==> src/rtl/pidpi_pkg.sv <==
// Shared types and constants for the positional and incremental PID controller.
package pidpi_pkg;

	localparam int GAIN_WIDTH      = 16;
	localparam int LIMIT_WIDTH     = 15;
	localparam int DEADBAND_WIDTH  = 16;
	localparam int STATE_WIDTH     = 16;
	localparam int CFG_INDEX_WIDTH = 3;
	localparam int CFG_DATA_WIDTH  = 16;

	localparam logic [CFG_INDEX_WIDTH-1:0] REG_MODE      = 3'd0;
	localparam logic [CFG_INDEX_WIDTH-1:0] REG_GAIN_P    = 3'd1;
	localparam logic [CFG_INDEX_WIDTH-1:0] REG_GAIN_I    = 3'd2;
	localparam logic [CFG_INDEX_WIDTH-1:0] REG_GAIN_D    = 3'd3;
	localparam logic [CFG_INDEX_WIDTH-1:0] REG_SUM_LIMIT = 3'd4;
	localparam logic [CFG_INDEX_WIDTH-1:0] REG_OUT_LIMIT = 3'd5;
	localparam logic [CFG_INDEX_WIDTH-1:0] REG_DEADBAND  = 3'd6;

	localparam logic MODE_POSITIONAL  = 1'b0;
	localparam logic MODE_INCREMENTAL = 1'b1;

	localparam logic [DEADBAND_WIDTH-1:0] DEADBAND_RESET = 16'd1;

	typedef struct packed {
		logic                      mode;
		logic [GAIN_WIDTH-1:0]     gain_p;
		logic [GAIN_WIDTH-1:0]     gain_i;
		logic [GAIN_WIDTH-1:0]     gain_d;
		logic [LIMIT_WIDTH-1:0]    sum_limit;
		logic [LIMIT_WIDTH-1:0]    out_limit;
		logic [DEADBAND_WIDTH-1:0] deadband;
	} cfg_t;

endpackage

==> src/rtl/pidpi_cfg_regs.sv <==
// Configuration register file of the PID controller.
module pidpi_cfg_regs (
	input  logic                                  clk,
	input  logic                                  arst_n,
	input  logic                                  cfg_valid,
	output logic                                  cfg_ready,
	input  logic [pidpi_pkg::CFG_INDEX_WIDTH-1:0] cfg_index,
	input  logic [pidpi_pkg::CFG_DATA_WIDTH-1:0]  cfg_data,
	output pidpi_pkg::cfg_t                       cfg
);
	import pidpi_pkg::*;

	cfg_t cfg_q;

	assign cfg_ready = 1'b1;
	assign cfg       = cfg_q;

	always_ff @(posedge clk or negedge arst_n) begin
		if (!arst_n) begin
			cfg_q.mode      <= MODE_POSITIONAL;
			cfg_q.gain_p    <= '0;
			cfg_q.gain_i    <= '0;
			cfg_q.gain_d    <= '0;
			cfg_q.sum_limit <= '0;
			cfg_q.out_limit <= '0;
			cfg_q.deadband  <= DEADBAND_RESET;
		end else if (cfg_valid && cfg_ready) begin
			unique case (cfg_index)
				REG_MODE:      cfg_q.mode      <= cfg_data[0];
				REG_GAIN_P:    cfg_q.gain_p    <= cfg_data[GAIN_WIDTH-1:0];
				REG_GAIN_I:    cfg_q.gain_i    <= cfg_data[GAIN_WIDTH-1:0];
				REG_GAIN_D:    cfg_q.gain_d    <= cfg_data[GAIN_WIDTH-1:0];
				REG_SUM_LIMIT: cfg_q.sum_limit <= cfg_data[LIMIT_WIDTH-1:0];
				REG_OUT_LIMIT: cfg_q.out_limit <= cfg_data[LIMIT_WIDTH-1:0];
				REG_DEADBAND:  cfg_q.deadband  <= cfg_data[DEADBAND_WIDTH-1:0];
				default: begin
				end
			endcase
		end
	end

endmodule

==> src/rtl/pidpi_datapath.sv <==
// Combinational PID step: error terms, gain products, clamps and next state.
module pidpi_datapath #(
	parameter int DATA_WIDTH     = 16,
	parameter int GAIN_FRAC_BITS = 8
) (
	input  pidpi_pkg::cfg_t                           cfg,
	input  logic signed [DATA_WIDTH-1:0]              target,
	input  logic signed [DATA_WIDTH-1:0]              current,
	input  logic signed [pidpi_pkg::STATE_WIDTH-1:0]  integral,
	input  logic signed [DATA_WIDTH:0]                last_error,
	input  logic signed [DATA_WIDTH:0]                older_error,
	input  logic signed [pidpi_pkg::STATE_WIDTH-1:0]  held_drive,
	output logic signed [DATA_WIDTH-1:0]              drive_next,
	output logic signed [pidpi_pkg::STATE_WIDTH-1:0]  integral_next,
	output logic signed [DATA_WIDTH:0]                last_error_next,
	output logic signed [DATA_WIDTH:0]                older_error_next,
	output logic signed [pidpi_pkg::STATE_WIDTH-1:0]  held_drive_next
);
	import pidpi_pkg::*;

	localparam int EW  = DATA_WIDTH + 1;
	localparam int D1W = DATA_WIDTH + 2;
	localparam int D2W = DATA_WIDTH + 3;
	localparam int PW  = D2W + GAIN_WIDTH;
	localparam int SW  = PW + 3;

	function automatic logic signed [SW-1:0] clamp_sym(input logic signed [SW-1:0] x,
	                                                 input logic [LIMIT_WIDTH-1:0] lim);
		logic signed [SW-1:0] lim_s;
		lim_s = signed'(SW'(lim));
		if (x > lim_s)
			return lim_s;
		else if (x < -lim_s)
			return -lim_s;
		else
			return x;
	endfunction

	logic signed [EW-1:0]  err;
	logic signed [D1W-1:0] diff1;
	logic signed [D2W-1:0] diff2;
	logic signed [D2W-1:0] op_p;
	logic signed [D2W-1:0] op_i;
	logic signed [D2W-1:0] op_d;
	logic signed [PW-1:0]  prod_p;
	logic signed [PW-1:0]  prod_i;
	logic signed [PW-1:0]  prod_d;
	logic signed [SW-1:0]  term_p;
	logic signed [SW-1:0]  term_i;
	logic signed [SW-1:0]  term_d;
	logic signed [SW-1:0]  integ_clamped;
	logic signed [SW-1:0]  pos_full;
	logic signed [SW-1:0]  inc_sum;
	logic signed [SW-1:0]  drive_clamped;
	logic signed [SW-1:0]  band_s;
	logic signed [SW-1:0]  diff1_s;
	logic                  in_band;
	logic                  incr;

	assign incr = (cfg.mode == MODE_INCREMENTAL);

	assign err   = EW'(target) - EW'(current);
	assign diff1 = D1W'(err) - D1W'(last_error);
	assign diff2 = D2W'(err) - (D2W'(last_error) <<< 1) + D2W'(older_error);

	// The two modes feed the P and D multipliers with different error operands.
	assign op_p = incr ? D2W'(diff1) : D2W'(err);
	assign op_i = D2W'(err);
	assign op_d = incr ? diff2 : D2W'(diff1);

	assign prod_p = PW'(op_p) * PW'($signed(cfg.gain_p));
	assign prod_i = PW'(op_i) * PW'($signed(cfg.gain_i));
	assign prod_d = PW'(op_d) * PW'($signed(cfg.gain_d));

	// Arithmetic shifts round the Q8.8 products toward minus infinity.
	assign term_p = SW'(prod_p >>> GAIN_FRAC_BITS);
	assign term_i = SW'(prod_i >>> GAIN_FRAC_BITS);
	assign term_d = SW'(prod_d >>> GAIN_FRAC_BITS);

	assign integ_clamped = clamp_sym(SW'(integral) + term_i, cfg.sum_limit);
	assign pos_full      = term_p + integ_clamped + term_d;
	assign inc_sum       = SW'(held_drive) + term_p + term_i + term_d;

	assign band_s  = signed'(SW'(cfg.deadband));
	assign diff1_s = SW'(diff1);
	assign in_band = (diff1_s > -band_s) && (diff1_s < band_s);

	always_comb begin
		if (incr)
			drive_clamped = clamp_sym(inc_sum, cfg.out_limit);
		else if (in_band)
			drive_clamped = clamp_sym(term_p, cfg.out_limit);
		else
			drive_clamped = clamp_sym(pos_full, cfg.out_limit);
	end

	assign drive_next       = drive_clamped[DATA_WIDTH-1:0];
	assign held_drive_next  = drive_clamped[STATE_WIDTH-1:0];
	assign integral_next    = incr ? integral : integ_clamped[STATE_WIDTH-1:0];
	assign last_error_next  = err;
	assign older_error_next = incr ? last_error : older_error;

endmodule

==> src/rtl/pid_positional_incremental.sv <==
// Top level of the positional and incremental PID controller.
// A request waits in the input stage; its drive is then held in the output register.
// Throughput: one request per cycle while drives are taken; the controller state loop
// closes through the three gain multipliers and the clamps of the datapath.
// Reset clears the controller state, the gains and limits, and sets the deadband to one.
// The input stage accepts a new request while a finished drive waits to be taken.
module pid_positional_incremental #(
	parameter int DATA_WIDTH     = 16,
	parameter int GAIN_FRAC_BITS = 8
) (
	input  logic                                  clk,
	input  logic                                  arst_n,
	input  logic                                  sample_valid,
	output logic                                  sample_ready,
	input  logic signed [DATA_WIDTH-1:0]          target,
	input  logic signed [DATA_WIDTH-1:0]          current,
	output logic                                  drive_valid,
	input  logic                                  drive_ready,
	output logic signed [DATA_WIDTH-1:0]          drive,
	input  logic                                  cfg_valid,
	output logic                                  cfg_ready,
	input  logic [pidpi_pkg::CFG_INDEX_WIDTH-1:0] cfg_index,
	input  logic [pidpi_pkg::CFG_DATA_WIDTH-1:0]  cfg_data
);
	import pidpi_pkg::*;

	cfg_t cfg;

	// Input stage holding one request.
	logic                         valid_s1;
	logic signed [DATA_WIDTH-1:0] target_s1;
	logic signed [DATA_WIDTH-1:0] current_s1;

	// Controller state, updated once for every request that moves to the output.
	logic signed [STATE_WIDTH-1:0] integral_q;
	logic signed [DATA_WIDTH:0]    last_error_q;
	logic signed [DATA_WIDTH:0]    older_error_q;
	logic signed [STATE_WIDTH-1:0] held_drive_q;

	// Output register.
	logic                         drive_valid_q;
	logic signed [DATA_WIDTH-1:0] drive_q;

	logic signed [DATA_WIDTH-1:0]  drive_next;
	logic signed [STATE_WIDTH-1:0] integral_next;
	logic signed [DATA_WIDTH:0]    last_error_next;
	logic signed [DATA_WIDTH:0]    older_error_next;
	logic signed [STATE_WIDTH-1:0] held_drive_next;

	logic advance;
	logic sample_accept;

	pidpi_cfg_regs u_cfg_regs (
		.clk       (clk),
		.arst_n    (arst_n),
		.cfg_valid (cfg_valid),
		.cfg_ready (cfg_ready),
		.cfg_index (cfg_index),
		.cfg_data  (cfg_data),
		.cfg       (cfg)
	);

	pidpi_datapath #(
		.DATA_WIDTH     (DATA_WIDTH),
		.GAIN_FRAC_BITS (GAIN_FRAC_BITS)
	) u_datapath (
		.cfg              (cfg),
		.target           (target_s1),
		.current          (current_s1),
		.integral         (integral_q),
		.last_error       (last_error_q),
		.older_error      (older_error_q),
		.held_drive       (held_drive_q),
		.drive_next       (drive_next),
		.integral_next    (integral_next),
		.last_error_next  (last_error_next),
		.older_error_next (older_error_next),
		.held_drive_next  (held_drive_next)
	);

	// The held request is processed when the output register is empty or is being
	// emptied in the same cycle, so the state advances exactly once per request.
	assign advance       = valid_s1 && (!drive_valid_q || drive_ready);
	assign sample_ready  = !valid_s1 || advance;
	assign sample_accept = sample_valid && sample_ready;

	assign drive_valid = drive_valid_q;
	assign drive       = drive_q;

	always_ff @(posedge clk or negedge arst_n) begin
		if (!arst_n) begin
			valid_s1      <= 1'b0;
			drive_valid_q <= 1'b0;
			integral_q    <= '0;
			last_error_q  <= '0;
			older_error_q <= '0;
			held_drive_q  <= '0;
		end else begin
			if (sample_accept)
				valid_s1 <= 1'b1;
			else if (advance)
				valid_s1 <= 1'b0;

			if (advance)
				drive_valid_q <= 1'b1;
			else if (drive_ready)
				drive_valid_q <= 1'b0;

			if (advance) begin
				integral_q    <= integral_next;
				last_error_q  <= last_error_next;
				older_error_q <= older_error_next;
				held_drive_q  <= held_drive_next;
			end
		end
	end

	always_ff @(posedge clk) begin
		if (sample_accept) begin
			target_s1  <= target;
			current_s1 <= current;
		end
		if (advance)
			drive_q <= drive_next;
	end

endmodule

==> config.mk <==
export PLATFORM = sky130hd
export DESIGN_NAME = pid_positional_incremental
export DESIGN_NICKNAME = d
export VERILOG_FILES = /design/src/rtl/pidpi_pkg.sv /design/src/rtl/pidpi_cfg_regs.sv /design/src/rtl/pidpi_datapath.sv /design/src/rtl/pid_positional_incremental.sv
export SDC_FILE = /design/constraint.sdc
export NUM_CORES = 2
export LEC_CHECK = 0
export BUFFER_PORTS_ARGS = -buffer_cell sky130_fd_sc_hd__buf_2
export CAP_MARGIN = 10
export CORE_ASPECT_RATIO = 0.75
export CORE_UTILIZATION = 55
export DETAILED_ROUTE_END_ITERATION = 7
export PLACE_DENSITY = 0.84
export SYNTH_ARGS = -nofsm -noshare
export SYNTH_HDL_FRONTEND = slang
export SYNTH_HIERARCHICAL = 1
export SYNTH_SLANG_ARGS = --single-unit
==> constraint.sdc <==
create_clock -name clk -period 18.25 [get_ports clk]
set_clock_uncertainty 0.2 [all_clocks]
set_input_delay 2.7375 -clock clk [delete_from_list [all_inputs] [get_ports clk]]
set_output_delay 2.7375 -clock clk [all_outputs]
set_load 0.03 [all_outputs]
======== After elaboration in Yosys (flattened, before gate mapping) ========
Index checks and enable logic that the tools add are counted.
operators by class
  muxes and demuxes ....................... 16
  bitwise gates (word level) .............. 1
  reductions and logical operators ........ 19
  add/subtract/negate cells ............... 13
  equal/unequal tests ..................... 6
  order comparisons ....................... 10
  $mul .................................... 3
operators by type and width
  kind              number
  $mux 16           8
  $gt 38x16->1      3
  $lt 38x38->1      3
  $mux 38           2
  $neg 15->38       2
  $mul 19x16->35    2
  $add 27x38->38    1
  $add 38x27->38    1
  $gt 18x38->1      1
  $lt 27x38->1      1
  $mux 19           2
  $neg 16->38       1
  $mul 17x16->33    1
  $add 29x27->30    1
  $add 28x25->29    1
  $add 16x27->28    1
  $gt 27x16->1      1
  $add 16x25->26    1
  $add 19x17->19    1
  $sub 17x18->19    1
  $lt 18x17->1      1
  $reduce_and 2->1  9
  $sub 17x17->18    1
  $sub 16x16->17    1
  10 further kinds  21
storage, ports and cells
  register bits after elaboration ......... 211
  input bits .............................. 56
  output and inout bits ................... 19

======== Logic depth before layout (Yosys ltp) ========
  depth after elaboration ................. 13
  depth in mapped cells ................... 92
  gate-level depth less buffers ........... 88

======== Modules after synthesis ========
The synthesis kept the hierarchy.
by module, submodules not included
  module                      seq. area each (µm²)  area each (µm²)  cells an instance  times used
  pidpi_datapath              0.0                   51226.6          6071               1
  pid_positional_incremental  3143.0                4105.2           196                1
  pidpi_cfg_regs              2378.5                3782.4           209                1

======== Worst setup path before layout ========
No wires, ideal clock.
  path kind ............................... register -> register
  start ................................... reg current_s1[1]
  end ..................................... reg held_drive_q[5]
  slack ................................... -0.669 ns
  period minus slack after synthesis ...... 18.919 ns
  library setup time ...................... 0.125 ns
  cell stages (with the launch flop) ...... 88
  arrival time ............................ 18.594 ns
  cell sequence ........................... edfxtp_1 > inv_1 > ha_1 > nor2b_1 > o21ai_0 > a21boi_0 > o21ai_0 > a21boi_0 > o21ai_0 > a21boi_0 > o21ai_0 > a21boi_0 > o211a_1 > nor2_1 > o311ai_0 > clkbuf_1 > and2_1 > fa_1 > (+52 left out) > a31oi_1 > xnor2_1 > or3b_1 > and2_1 > ha_1 > nand4_1 > nor2_1 > nand2_1 > o211ai_1 > a21oi_1 > a32o_1 > and2_1 > a21o_1 > a22oi_1 > o21ai_0 > a2111o_1 > buf_4 > mux2_2
between the ends
  cells in the longest elaborated chain, start to end .. 13
  elaborated cells on any way between the ends .. 36
ends and longest elaborated chain
  item                      line                               text
  start: declaration        pid_positional_incremental.sv:32   logic signed [DATA_WIDTH-1:0] current_s1;
  start signal: assignment  pid_positional_incremental.sv:121  current_s1 <= current;
  $sub 16x16->17 *          pidpi_datapath.sv:62               assign err = EW'(target) - EW'(current);
  via last_error_next[13]   pid_positional_incremental.sv:46   logic signed [DATA_WIDTH:0] last_error_next;
  $mul 17x16->33            pidpi_datapath.sv:72               assign prod_i = PW'(op_i) * PW'($signed(cfg.gain_i));
  $add 16x25->26            pidpi_datapath.sv:80               assign integ_clamped = clamp_sym(SW'(integral) + term_i, cfg.sum_limit);
  $lt 38x38->1              pidpi_datapath.sv:33               else if (x < -lim_s)
  $mux 38                   pidpi_datapath.sv:33
  $mux 38                   pidpi_datapath.sv:31               if (x > lim_s)
  $add 27x38->38            pidpi_datapath.sv:81               assign pos_full = term_p + integ_clamped + term_d;
  $add 38x27->38            pidpi_datapath.sv:81
  $lt 38x38->1              pidpi_datapath.sv:33
  $mux 16                   pidpi_datapath.sv:33
  $mux 16                   pidpi_datapath.sv:31
  $mux 16                   pidpi_datapath.sv:91               else if (in_band)
  $mux 16 *                 pidpi_datapath.sv:89               if (incr)
  via drive_next[5]         pid_positional_incremental.sv:44   logic signed [DATA_WIDTH-1:0] drive_next;
  end signal: assignment    pid_positional_incremental.sv:113  held_drive_q <= held_drive_next;
  end: declaration          pid_positional_incremental.sv:38   logic signed [STATE_WIDTH-1:0] held_drive_q;
Mark *: on every way through the listed nets, which the timed path passes. The rest lies on a longest branch.
A chain may end at the register's enable or synchronous reset.

======== Final worst setup path ========
  start ................................... reg current_s1[1]
  end ..................................... reg held_drive_q[4]
The elaborated chain is that of the path after synthesis.

==> metrics.md <==
| Metric | Value |
|---|---|
| Status | finished, violations left |
| Failing checks | negative setup slack |
| CTS tree | yes |
| Unique cell type count in the Yosys netlist | approximately 110 |
| Synth Cell Area | 59110 sq um |
| Core ar. | between 100000 and 150000 sq um |
| Antenna-violating nets left | 0 |
| Ys Warns | 6 |
| Fin worst setup slack | -242.8 ps |
| Drt first pass iters | 8 |
| Seq/Total Area, Yosys | 0.09340 |
| Synthesized flop and latch total | ~210 |
| Crit path time final | ~18000 ps |
| Global-route wire length before repair | ~290000 um |
| Largest net degree at the start of global routing | 63 |
| Vias in the first global route | between 50000 and 60000 |
| R2R Setup Slk | -240 ps |
| FF-to-FF path depth | 91 |
| Synth area leader | fa_1 |
| Most common cell after layout, fill and taps aside | inv_1 |
| All-Layer GR Usage | 0.3482 |
| Most frequent CP cell | buf_4 |
| Fin crit share | 1.013 |
| Maximum fanout along the worst path | 10 |
| Total clock sinks | 211 |
| Via/cell ratio | 6.031 |
| GRT overflow | 0 |
| Post-Syn Nets | 8161 |
| Post-route DRC | 0 |
| CTS Buf Count | 24 |
| Number of enable flip-flop cells after synthesis | between 40 and 50 |
| Hold Path Depth | 1 |
| Max frequency | 54.08 MHz |
| Final #Nets | 8667 |
| Hold buffer count at cts | 0 |
| Crit Path Category | reg2reg |
| DR vias | 50780 |
| Slew headroom | 0.1427 |
| IO buf count | between 70 and 80 |
| Initial Utilization | 0.5580 |
| Final setup violation count | 25 |
| R2r endpoint | held_drive_q[4] |
| Main synth FF type | dfrtp_1 |
| Crit path capture type | flop |
| Hpwl dp | 153700 um |
| Die Y | between 200 and 300 um |
| Finished Cell Area | around 67000 sq um |
| Num rows | just over 100 |
| Mean Syn Cell Area | 9.128 sq um |
| Initial antenna violation count | 13 |
| Fin. Hold Viols | 0 |
| Syn-to-layout area delta | 14.16% |
| Clock latency on the worst-skew pair | approximately 600 ps |
| Die ar. | between 100000 and 150000 sq um |
| Critical Path Max Stage Delay | about 560 ps |
| Startpoint Class | flop |
| Reg clk slew, reported paths | ~70 ps |
| Post-Synthesis Cells | approximately 6500 |
| Reg2reg start | current_s1[1] |
| Hold_sp | u_cfg_regs/cfg[3] |
| DR WL/cell | approximately 23 um |
| H-tree levels | 1 |
| Worst hold-check path type | reg2reg |
| Chip Width | roughly 380 um |
| RePlAce Congestion | slightly above 1 |
| Clk root buf | clkbuf_16 |
| Critical path arrival | ~19000 ps |
| Most frequent cells in the layout | inv_1, fa_1, ha_1, nand2_1, buf_4 |
| DR iter-0 viols | 5747 |
| Required time of the critical path | 18580 ps |
| Filler instances | a little over 8000 |
| Share of layout cells above drive strength 1 | 0.1771 |
| Max-cap violations | 0 |
| Area contributors post-synth | fa_1, ha_1, inv_1 |
| Share of the synthesized area in the top cell type | 0.3315 |
| Slew Viols, Final | 0 |
| IO Pins | 75 |
| Routed WL | roughly 190000 um |
| RSZ-0062 raised after global routing | true |
| Slowest-stage cell, CP | fa_1 |
| Asr flop ratio synth | 0.7725 |
| Clock Path Buffers | 3 |
| Hold worst-path end | u_cfg_regs/cfg[3] |
| Measured slew at the worst slew-check pin | between 1000 and 1500 ps |
| Placed cell areas | between 60000 and 70000 sq um |
==> critical path, delay by kind of cell, from the launching register on <==
kind | cells | cell delay, ps
DFF | 1 | 400
adders and majority gates | 13 | 4920
muxes | 2 | 310
buffers and inverters | 27 | 3240
xor gates and xnor gates | 1 | 60
and+or+nand+nor | 16 | 3170
AOI/OAI and AO/OA | 32 | 6080
==> flip-flops by register name, summed over array words and instances (netlist names) <==
name,count
u_cfg_regs/cfg,95
last_error_q,17
older_error_q,17
current_s1,16
drive,16
held_drive_q,16
integral_q,16
target_s1,16
drive_valid,1
valid_s1,1
==> routing by layer <==
layer  vias up  track usage  part of all wire
li1      22040            -                 -
met2      3023       0.5007              0.41
met4        12       0.1145             0.043
met1     25160       0.4905              0.41
met3       552       0.1184              0.14
met5         -            0           0.00053
==> how the worst max path moves through the flow <==
stage | startpoint | endpoint | slack [ps] | cells past startpoint
CTS | current_s1[1] | held_drive_q[4] | 1 | 81
detailed placement | target_s1[1] | held_drive_q[11] | -1300 | 86
floorplan | current_s1[1] | held_drive_q[5] | 40 | 85
global route | current_s1[1] | held_drive_q[13] | -800 | 91
finish | current_s1[1] | held_drive_q[4] | -240 | 91
global placement | target_s1[1] | held_drive_q[5] | -690 | 86
==> synth_stat cells (12+ instances only) <==
library cell  count
o21a_1           64
dfrtp_1         162
nand3_1          73
xor2_1           52
or4_1            14
xnor2_1         167
nor3b_1          17
buf_1            22
mux2_2          153
o22ai_1          16
nor4_1           19
a21o_1          117
a21oi_1         268
edfxtp_1         48
mux2i_1          35
a21boi_0         14
a31oi_1          30
mux2_4           59
or3_1            21
o21bai_1         17
nor2b_1          82
nand4_1          64
and4_1           12
fa_1            979
a221oi_1         16
clkbuf_1        159
nand2_1         611
o211ai_1         33
and3_1           24
o31ai_1          22
a211o_1          16
ha_1            650
o21ai_0         166
or2_2            39
a211oi_1         40
nor3_1           94
and2_1          356
nor2_1          238
buf_4            20
inv_1          1209
nand2b_1         60
==> logic make-up (layout without fill, tap and decap cells) <==
family / after synthesis / count (layout) / share of synthesized area
buffers and inverters: 1438 / 1962 / 0.09467
flip-flops: 211 / 211 / 0.09340
other: 1 / 5 / 0.00006344
AND/OR/NAND/NOR: 1758 / 1758 / 0.1503
XOR/XNOR: 219 / 219 / 0.03245
adder cells (fa/ha/maj): 1632 / 1632 / 0.4696
multiplexers: 248 / 248 / 0.05025
AO/OA/AOI/OAI: 969 / 969 / 0.1092
==> cell type report <==
type | instances | area [sq um] | share of cell area
antenna | 4 | 10.01 | 0.0001483
clock buffer | 27 | 633.1 | 0.009382
clock inverter | 17 | 191.4 | 0.002837
inverter | 1214 | 4562 | 0.06760
multi-input combinational | 4827 | 49430 | 0.7325
sequential | 211 | 5523 | 0.08184
tap | 1417 | 1773 | 0.02627
timing repair buffer | 704 | 5359 | 0.07941
==> repair_timing <==
item / CTS / global route
gates cloned: 2 / 2
resized for setup: 126 / 157
pin swaps: 112 / 119
buffers inserted: 54 / 28
endpoints found under the setup margin: 32 / 32
==> metrics by stage <==
step	utilization	setup TNS (ps)	setup WS [ps]	instances	hold WS [ps]
final	0.6370	-3146	-242.8	8421	311.0
after global routing	0.6369	-21280	-797.8	8417	328.1
after CTS	0.6264	0	1.350	8386	309.3
after detailed placement	0.6094	-36230	-1301	8287	294.1
after global placement	0.6094	-18010	-694.6	8287	288.3
after floorplan	-	0	41.54	6476	276.4
Power is left out: the tool's default activity adds up to more than one toggle a clock period on the data nets, which glitch-free logic cannot reach.
